<file path="src/hdl/max_heap_priority_queue_assert.svh">
// Assertion macros for the max-heap priority queue.
`ifndef MAX_HEAP_PRIORITY_QUEUE_ASSERT_SVH
`define MAX_HEAP_PRIORITY_QUEUE_ASSERT_SVH
`ifndef SYNTHESIS
// Concurrent check, masked while reset is asserted.
`define MHPQ_ASSERT(lbl, clk, rst_n, prop, msg) \
    lbl: assert property (@(posedge clk) disable iff (!rst_n) (prop)) else $error(msg);
// Concurrent check that also holds across reset.
`define MHPQ_ASSERT_ALWAYS(lbl, clk, prop, msg) \
    lbl: assert property (@(posedge clk) (prop)) else $error(msg);
`else
`define MHPQ_ASSERT(lbl, clk, rst_n, prop, msg)
`define MHPQ_ASSERT_ALWAYS(lbl, clk, prop, msg)
`endif
`endif

</file>
<file path="src/hdl/mhpq_pkg.sv">
// Shared types and constants for the max-heap priority queue.
`timescale 1ns / 1ps
`default_nettype none
package mhpq_pkg;

    localparam int CAPACITY = 1024;
    localparam int ADDR_W   = $clog2(CAPACITY);
    localparam int CNT_W    = $clog2(CAPACITY + 1);
    localparam int CHILD_W  = ADDR_W + 2;
    localparam int VAL_W    = 32;
    localparam int ENTRY_W  = 11;

    typedef enum logic {
        OP_INSERT = 1'b0,
        OP_REMOVE = 1'b1
    } t_op;

    typedef enum logic [1:0] {
        ST_OK    = 2'd0,
        ST_EMPTY = 2'd1,
        ST_FULL  = 2'd2
    } t_status;

    typedef struct packed {
        t_op                     op;
        logic signed [VAL_W-1:0] value;
    } t_in;

    typedef struct packed {
        logic signed [VAL_W-1:0] removed_value;
        t_status                 status;
        logic [ENTRY_W-1:0]      entry_count;
    } t_out;

    typedef enum logic [3:0] {
        S_IDLE,
        S_DISPATCH,
        S_INS_CHK,
        S_INS_CMP,
        S_REM_LOAD,
        S_REM_CHK,
        S_REM_CMP,
        S_DONE
    } t_state;

    // controller -> datapath
    typedef struct packed {
        logic    load;
        logic    ins_init;
        logic    ins_read;
        logic    ins_move;
        logic    ins_place;
        logic    rem_read0;
        logic    rem_load;
        logic    rem_read;
        logic    rem_move;
        logic    rem_place;
        logic    set_status;
        t_status status;
    } t_cmd;

    // datapath -> controller
    typedef struct packed {
        logic op_remove;
        logic full;
        logic empty;
        logic k_zero;
        logic parent_less;
        logic last_one;
        logic child_in_range;
        logic moving_less;
    } t_dp_stat;

endpackage
`default_nettype wire

</file>
<file path="src/hdl/mhpq_ctrl.sv">
// Sequencer for insert / remove-maximum operations.
`timescale 1ns / 1ps
`default_nettype none
module mhpq_ctrl (
    input  wire                 i_clk,
    input  wire                 i_rst_n,
    input  wire                 i_start,
    input  mhpq_pkg::t_dp_stat  i_stat,
    output mhpq_pkg::t_cmd      o_cmd,
    output logic                o_busy,
    output logic                o_done
);
    import mhpq_pkg::*;

    t_state r_state;
    t_state n_state;

    always_ff @(posedge i_clk) begin
        if (!i_rst_n) begin
            r_state <= S_IDLE;
        end else begin
            r_state <= n_state;
        end
    end

    always_comb begin
        n_state = r_state;
        o_cmd   = '0;
        o_cmd.status = ST_OK;
        o_busy  = 1'b1;
        o_done  = 1'b0;
        case (r_state)
            S_IDLE: begin
                o_busy = 1'b0;
                if (i_start) begin
                    o_cmd.load = 1'b1;
                    n_state    = S_DISPATCH;
                end
            end
            S_DISPATCH: begin
                if (!i_stat.op_remove) begin
                    if (i_stat.full) begin
                        o_cmd.set_status = 1'b1;
                        o_cmd.status     = ST_FULL;
                        n_state          = S_DONE;
                    end else begin
                        o_cmd.ins_init = 1'b1;
                        n_state        = S_INS_CHK;
                    end
                end else begin
                    if (i_stat.empty) begin
                        o_cmd.set_status = 1'b1;
                        o_cmd.status     = ST_EMPTY;
                        n_state          = S_DONE;
                    end else begin
                        o_cmd.rem_read0 = 1'b1;
                        n_state         = S_REM_LOAD;
                    end
                end
            end
            S_INS_CHK: begin
                if (i_stat.k_zero) begin
                    o_cmd.ins_place = 1'b1;
                    n_state         = S_DONE;
                end else begin
                    o_cmd.ins_read = 1'b1;
                    n_state        = S_INS_CMP;
                end
            end
            S_INS_CMP: begin
                if (i_stat.parent_less) begin
                    o_cmd.ins_move = 1'b1;
                    n_state        = S_INS_CHK;
                end else begin
                    o_cmd.ins_place = 1'b1;
                    n_state         = S_DONE;
                end
            end
            S_REM_LOAD: begin
                o_cmd.rem_load = 1'b1;
                n_state        = i_stat.last_one ? S_DONE : S_REM_CHK;
            end
            S_REM_CHK: begin
                if (i_stat.child_in_range) begin
                    o_cmd.rem_read = 1'b1;
                    n_state        = S_REM_CMP;
                end else begin
                    o_cmd.rem_place = 1'b1;
                    n_state         = S_DONE;
                end
            end
            S_REM_CMP: begin
                if (i_stat.moving_less) begin
                    o_cmd.rem_move = 1'b1;
                    n_state        = S_REM_CHK;
                end else begin
                    o_cmd.rem_place = 1'b1;
                    n_state         = S_DONE;
                end
            end
            S_DONE: begin
                o_done  = 1'b1;
                n_state = S_IDLE;
            end
            default: begin
                n_state = S_IDLE;
            end
        endcase
    end

endmodule
`default_nettype wire

</file>
<file path="config.mk">
export PLATFORM = sky130hd
export DESIGN_NAME = mhpq_ctrl
export DESIGN_NICKNAME = d
export VERILOG_FILES = /design/src/hdl/max_heap_priority_queue_assert.svh /design/src/hdl/mhpq_pkg.sv /design/src/hdl/mhpq_ctrl.sv
export SDC_FILE = /design/constraint.sdc
export NUM_CORES = 1
export LEC_CHECK = 0
export BUFFER_PORTS_ARGS = -buffer_cell sky130_fd_sc_hd__buf_2
export CAP_MARGIN = 20
export CORE_AREA = 4 4 41 43
export CTS_CLUSTER_DIAMETER = 30
export CTS_CLUSTER_SIZE = 24
export DETAILED_ROUTE_END_ITERATION = 6
export DIE_AREA = 0 0 45 47
export PLACE_DENSITY = 0.54
export SYNTH_ARGS = -nofsm -noshare
export SYNTH_HDL_FRONTEND = slang
export SYNTH_SLANG_ARGS = --single-unit
</file>
<file path="constraint.sdc">
create_clock -name i_clk -period 1.3 [get_ports i_clk]
set_input_delay 0.26 -clock i_clk [delete_from_list [all_inputs] [get_ports i_clk]]
set_output_delay 0.26 -clock i_clk [all_outputs]
set_load 0.005 [all_outputs]
</file>
[Word level (Yosys, flattened, before mapping)]
Cells that the tools add are included.
Word-level totals
  input bits: 11
  output and inout port bits: 15
  register bits after elaboration: 4
Operators by class
  muxes and demuxes: 39
  reductions and logical operators: 1
  equal/unequal tests: 8
Operators by type and width (count)
  $pmux W4 S7: 1
  $mux W1: 24
  $mux W3: 7
  $eq A4 B3 Y1 const B: 4
  $eq A4 B2 Y1 const B: 2
  $mux W4: 2
  $mux W2: 3
  $eq A4 B1 Y1 const B: 1
  $logic_not A4 Y1: 1
  $pmux W1 S2: 2
  $ne A2 B2 Y1 const B: 1

[Logic depth before layout (Yosys ltp)]
  depth in word-level cells: 3
  mapped depth: 4

[Worst setup path before layout]
Ideal clock, no wire load.
  path kind: flip-flop to output port
  start point: register r_state[1]
  end point: output port o_cmd[3] (netlist bit)
  slack: 0.125 ns
  buffers on the path: 1
  data arrival time: 0.915 ns
  data required time: 1.040 ns
  cell stages (with the launch flop): 4
  cell sequence: dfxtp_1 > buf_2 > nor3b_1 > o21a_1
RTL lines
  start: declaration: RTL line mhpq_ctrl.sv:15  | t_state r_state;
  start signal: assignment: RTL line mhpq_ctrl.sv:22  | r_state <= n_state;
  end: declaration: RTL line mhpq_ctrl.sv:9  | output mhpq_pkg::t_cmd o_cmd,

==> results.py <==
metrics = {
    "power_and_ir_drop": {
        "ir_worst_vdd_uv": 700,
        "leakagePower_nw": 0.340,
        "power.density_nw_per_um2": 1190,
    },
    "detailed_routing": {
        "wl_per_cell_um": 10.9,
        "drt_pass1_iterations": 4,
        "dr.first_iter.drc_count": 8,
        "ant_nets": 0,
        "routed_wl_um": 1070,
        "drt-vias-per-instance": 4.79,
        "drc": 0,
        "num_vias": 469,
    },
    "final_layout": {
        "postLayoutCellArea_um2": 607,
        "final_cell_mix": "buf_2 (25), nor2_1 (6), buf_4 (6)",
        "regArea_um2": 68.8,
        "largest_reg_flops": 3,
        "top_register": "r_state",
        "fin_nets": 95,
        "fillCellCount": 147,
        "layout_commonest_cell": "buf_2",
        "largestRegisters": "r_state x3",
        "finalCoreUtilization_pct": 46.6,
        "n_antenna_cell": 0,
        "drive_above_1_share_pct": 59.0,
        "multi_input_area_um2": 300,
        "areaGrowthSynthToFinish_pct": 72.6,
    },
    "critical_path": {
        "end_kind": "output pin",
        "crit_path_max_fanout": 10,
        "cp-endpoint": "o_cmd[12]",
        "worstPathArrival_ns": 1.20,
        "r2r_start": "r_state[1]",
        "crit_path_start_kind": "flip-flop",
        "critical_path_class": "flip-flop to output pin",
        "reg2reg_slack_ns": 0.05,
        "reg2reg_to": "r_state[0]",
        "startpoint": "r_state[1]",
        "rr_worst_depth": 3,
        "required_ns": 1.04,
    },
    "outcome": {
        "status": "finished, violations left",
        "failed_checks": "negative setup slack",
    },
    "die": {
        "dieArea_um2": 2120,
        "die_w_um": 45,
        "die_h_um": 47,
        "rows": 13,
        "ios": 26,
        "core-area_um2": 1300,
        "initial_core_util_pct": 27.0,
    },
    "grt": {
        "grt_overflow": 0,
        "grt_pass1_wl_um": 1690,
        "grt_pass1_vias": 419,
        "grt_start_max_net_pins": 13,
        "track_usage_pct": 10.8,
        "antenna_found_initial": 0,
    },
    "synth": {
        "synth-simple-area-share_pct": 48.8,
        "synth_top_cell_area_share_pct": 17.1,
        "ys_top_cells_by_area": "dfxtp_1 (17%), nor3b_1 (8.5%), nor2b_1 (7.1%)",
        "synth_area_um2": 352,
        "yosysUniqueCellTypes": 25,
        "synth_compound_gate_area_share_pct": 22.8,
        "synthAdderAreaFrac_pct": 0,
        "seq_area_frac_synth_pct": 17.1,
        "synth_top_family_by_area": "simple AND/OR/NAND/NOR gates",
        "yosysWarningCount": 0,
        "post_synth.cell_area_avg_um2": 6.89,
        "synth.area.mux_share_pct": 2.85,
        "synth_top_area_cell": "dfxtp_1",
        "synth_xor_area_share_pct": 0,
        "synth-seq-cells": 3,
        "synth_fp_nets": 62,
        "syn_inst": 51,
    },
    "timing": {
        "post-route-period-util_pct": 112,
        "fmax_mhz": 684,
        "finalHoldViolCount": 0,
        "setup_slack_ns": -0.162,
        "tightest_slew_ns": 0.219,
        "slew_violations": 0,
        "period_minus_slack_ns": 1.46,
        "setup_viol": 12,
        "rsz0062_at_grt": "true",
        "fin_skew_ns": 0.00700,
        "maxSlewHeadroom_pct": 85.4,
    },
    "clock_tree": {
        "cts_buffers": 3,
        "cts_tree": "built",
        "clk_latency_ns": 0.24,
        "clkSlewWorstSetupHoldPaths_ns": 0.04,
        "htreeDepth": 1,
        "clock-sinks": 3,
        "clockBufferDepth": 2,
        "cts_root_buf": "clkbuf_4",
    },
    "flow_run": {
        "maxCapViolCount": 0,
    },
    "placement": {
        "dp_hpwl_um": 810,
        "placed_area_um2": 514,
        "port_buffers": 25,
        "gp_congestion": 0.771,
    },
    "worst_hold_path": {
        "min_path_type": "input port to flip-flop",
    },
}
## where the power goes
| part | internal (W) | leakage [nW] | switching (W) |
|---|---|---|---|
| sequential | 0.000121 | 0.0264 | 0.0000456 |
| combinational | 0.000219 | 0.299 | 0.000170 |
| clock | 0.000115 | 0.0150 | 0.0000505 |
| total | 0.000455 | 0.340 | 0.000266 |
## kinds of logic after synthesis
logic type	Yosys count
AND/OR/NAND/NOR	29
flip-flops	3
multiplexers	1
AO/OA/AOI/OAI	11
buffers and inverters	7
## metrics by stage
| step | setup TNS, ns | cells | hold slack [ns] | total power (W) | worst slack (ns) |
|---|---|---|---|---|---|
| after floorplan | 0 | 51 | 0.400 | 0.000357 | 0.125 |
| after global placement | 0 | 92 | 0.534 | 0.000491 | 0.0159 |
| after detailed placement | -0.0377 | 92 | 0.536 | 0.000494 | -0.0377 |
| after CTS | -1.01 | 97 | 0.279 | 0.000698 | -0.165 |
| after global routing | -1.91 | 98 | 0.293 | 0.000782 | -0.196 |
| final | -0.912 | 98 | 0.283 | 0.000721 | -0.162 |
## timing repair
action | in CTS | in global routing
hold buffers | 0 | 0
setup buffers | 1 | 1
pin swaps | 2 | 0
gates resized for setup | 11 | 5
endpoints found under the setup margin | 15 | 15
## how the worst min path moves through the flow
stage            start    endpoint  cells past startpoint
6_report       i_rst_n  r_state[1]                      3
5_1_grt        i_rst_n  r_state[2]                      3
4_1_cts        i_rst_n  r_state[1]                      3
3_5_place_dp   i_rst_n  r_state[1]                      3
3_3_place_gp   i_rst_n  r_state[2]                      3
2_1_floorplan  i_rst_n  r_state[1]                      2
## synthesized netlist by cell type
| master | count |
|---|---|
| nand3_1 | 1 |
| o21a_1 | 2 |
| or2_2 | 1 |
| nor3_1 | 2 |
| buf_2 | 3 |
| nor2b_1 | 4 |
| nor2_1 | 6 |
| a211o_1 | 1 |
| nand2b_1 | 1 |
| or2b_1 | 1 |
| and3_1 | 3 |
| o21ba_1 | 1 |
| nor3b_1 | 4 |
| clkbuf_1 | 1 |
| and4b_1 | 1 |
| o211ai_2 | 1 |
| or3_4 | 1 |
| inv_1 | 3 |
| and2b_1 | 1 |
| o21ai_0 | 2 |
| nand2_1 | 3 |
| dfxtp_1 | 3 |
| mux2i_1 | 1 |
| o221ai_1 | 1 |
| a21oi_1 | 3 |
## critical path, stage by stage (launching register included)
cell     delay (ns)
dfxtp_4        0.37
or3_4          0.40
nor2_1         0.09
buf_2          0.11
## per-layer routing
layer | wire length [µm] | GRT usage (%) | up-vias
li1 | - | - | 240
met1 | 465 | 13.6 | 207
met2 | 509 | 17.2 | 20
met3 | 90 | 3.83 | 2
met4 | 5 | 3.51 | 0
met5 | 0 | 0 | -
## final cells by class
class / count / area share, %
well taps: 15 / 3.09
flip-flops and latches: 3 / 11.3
inverters: 3 / 1.86
multi-input cells: 41 / 49.5
repair buffers: 32 / 29.9
clock buffers: 4 / 4.33
No activity file was read; power rests on OpenSTA's default activity.
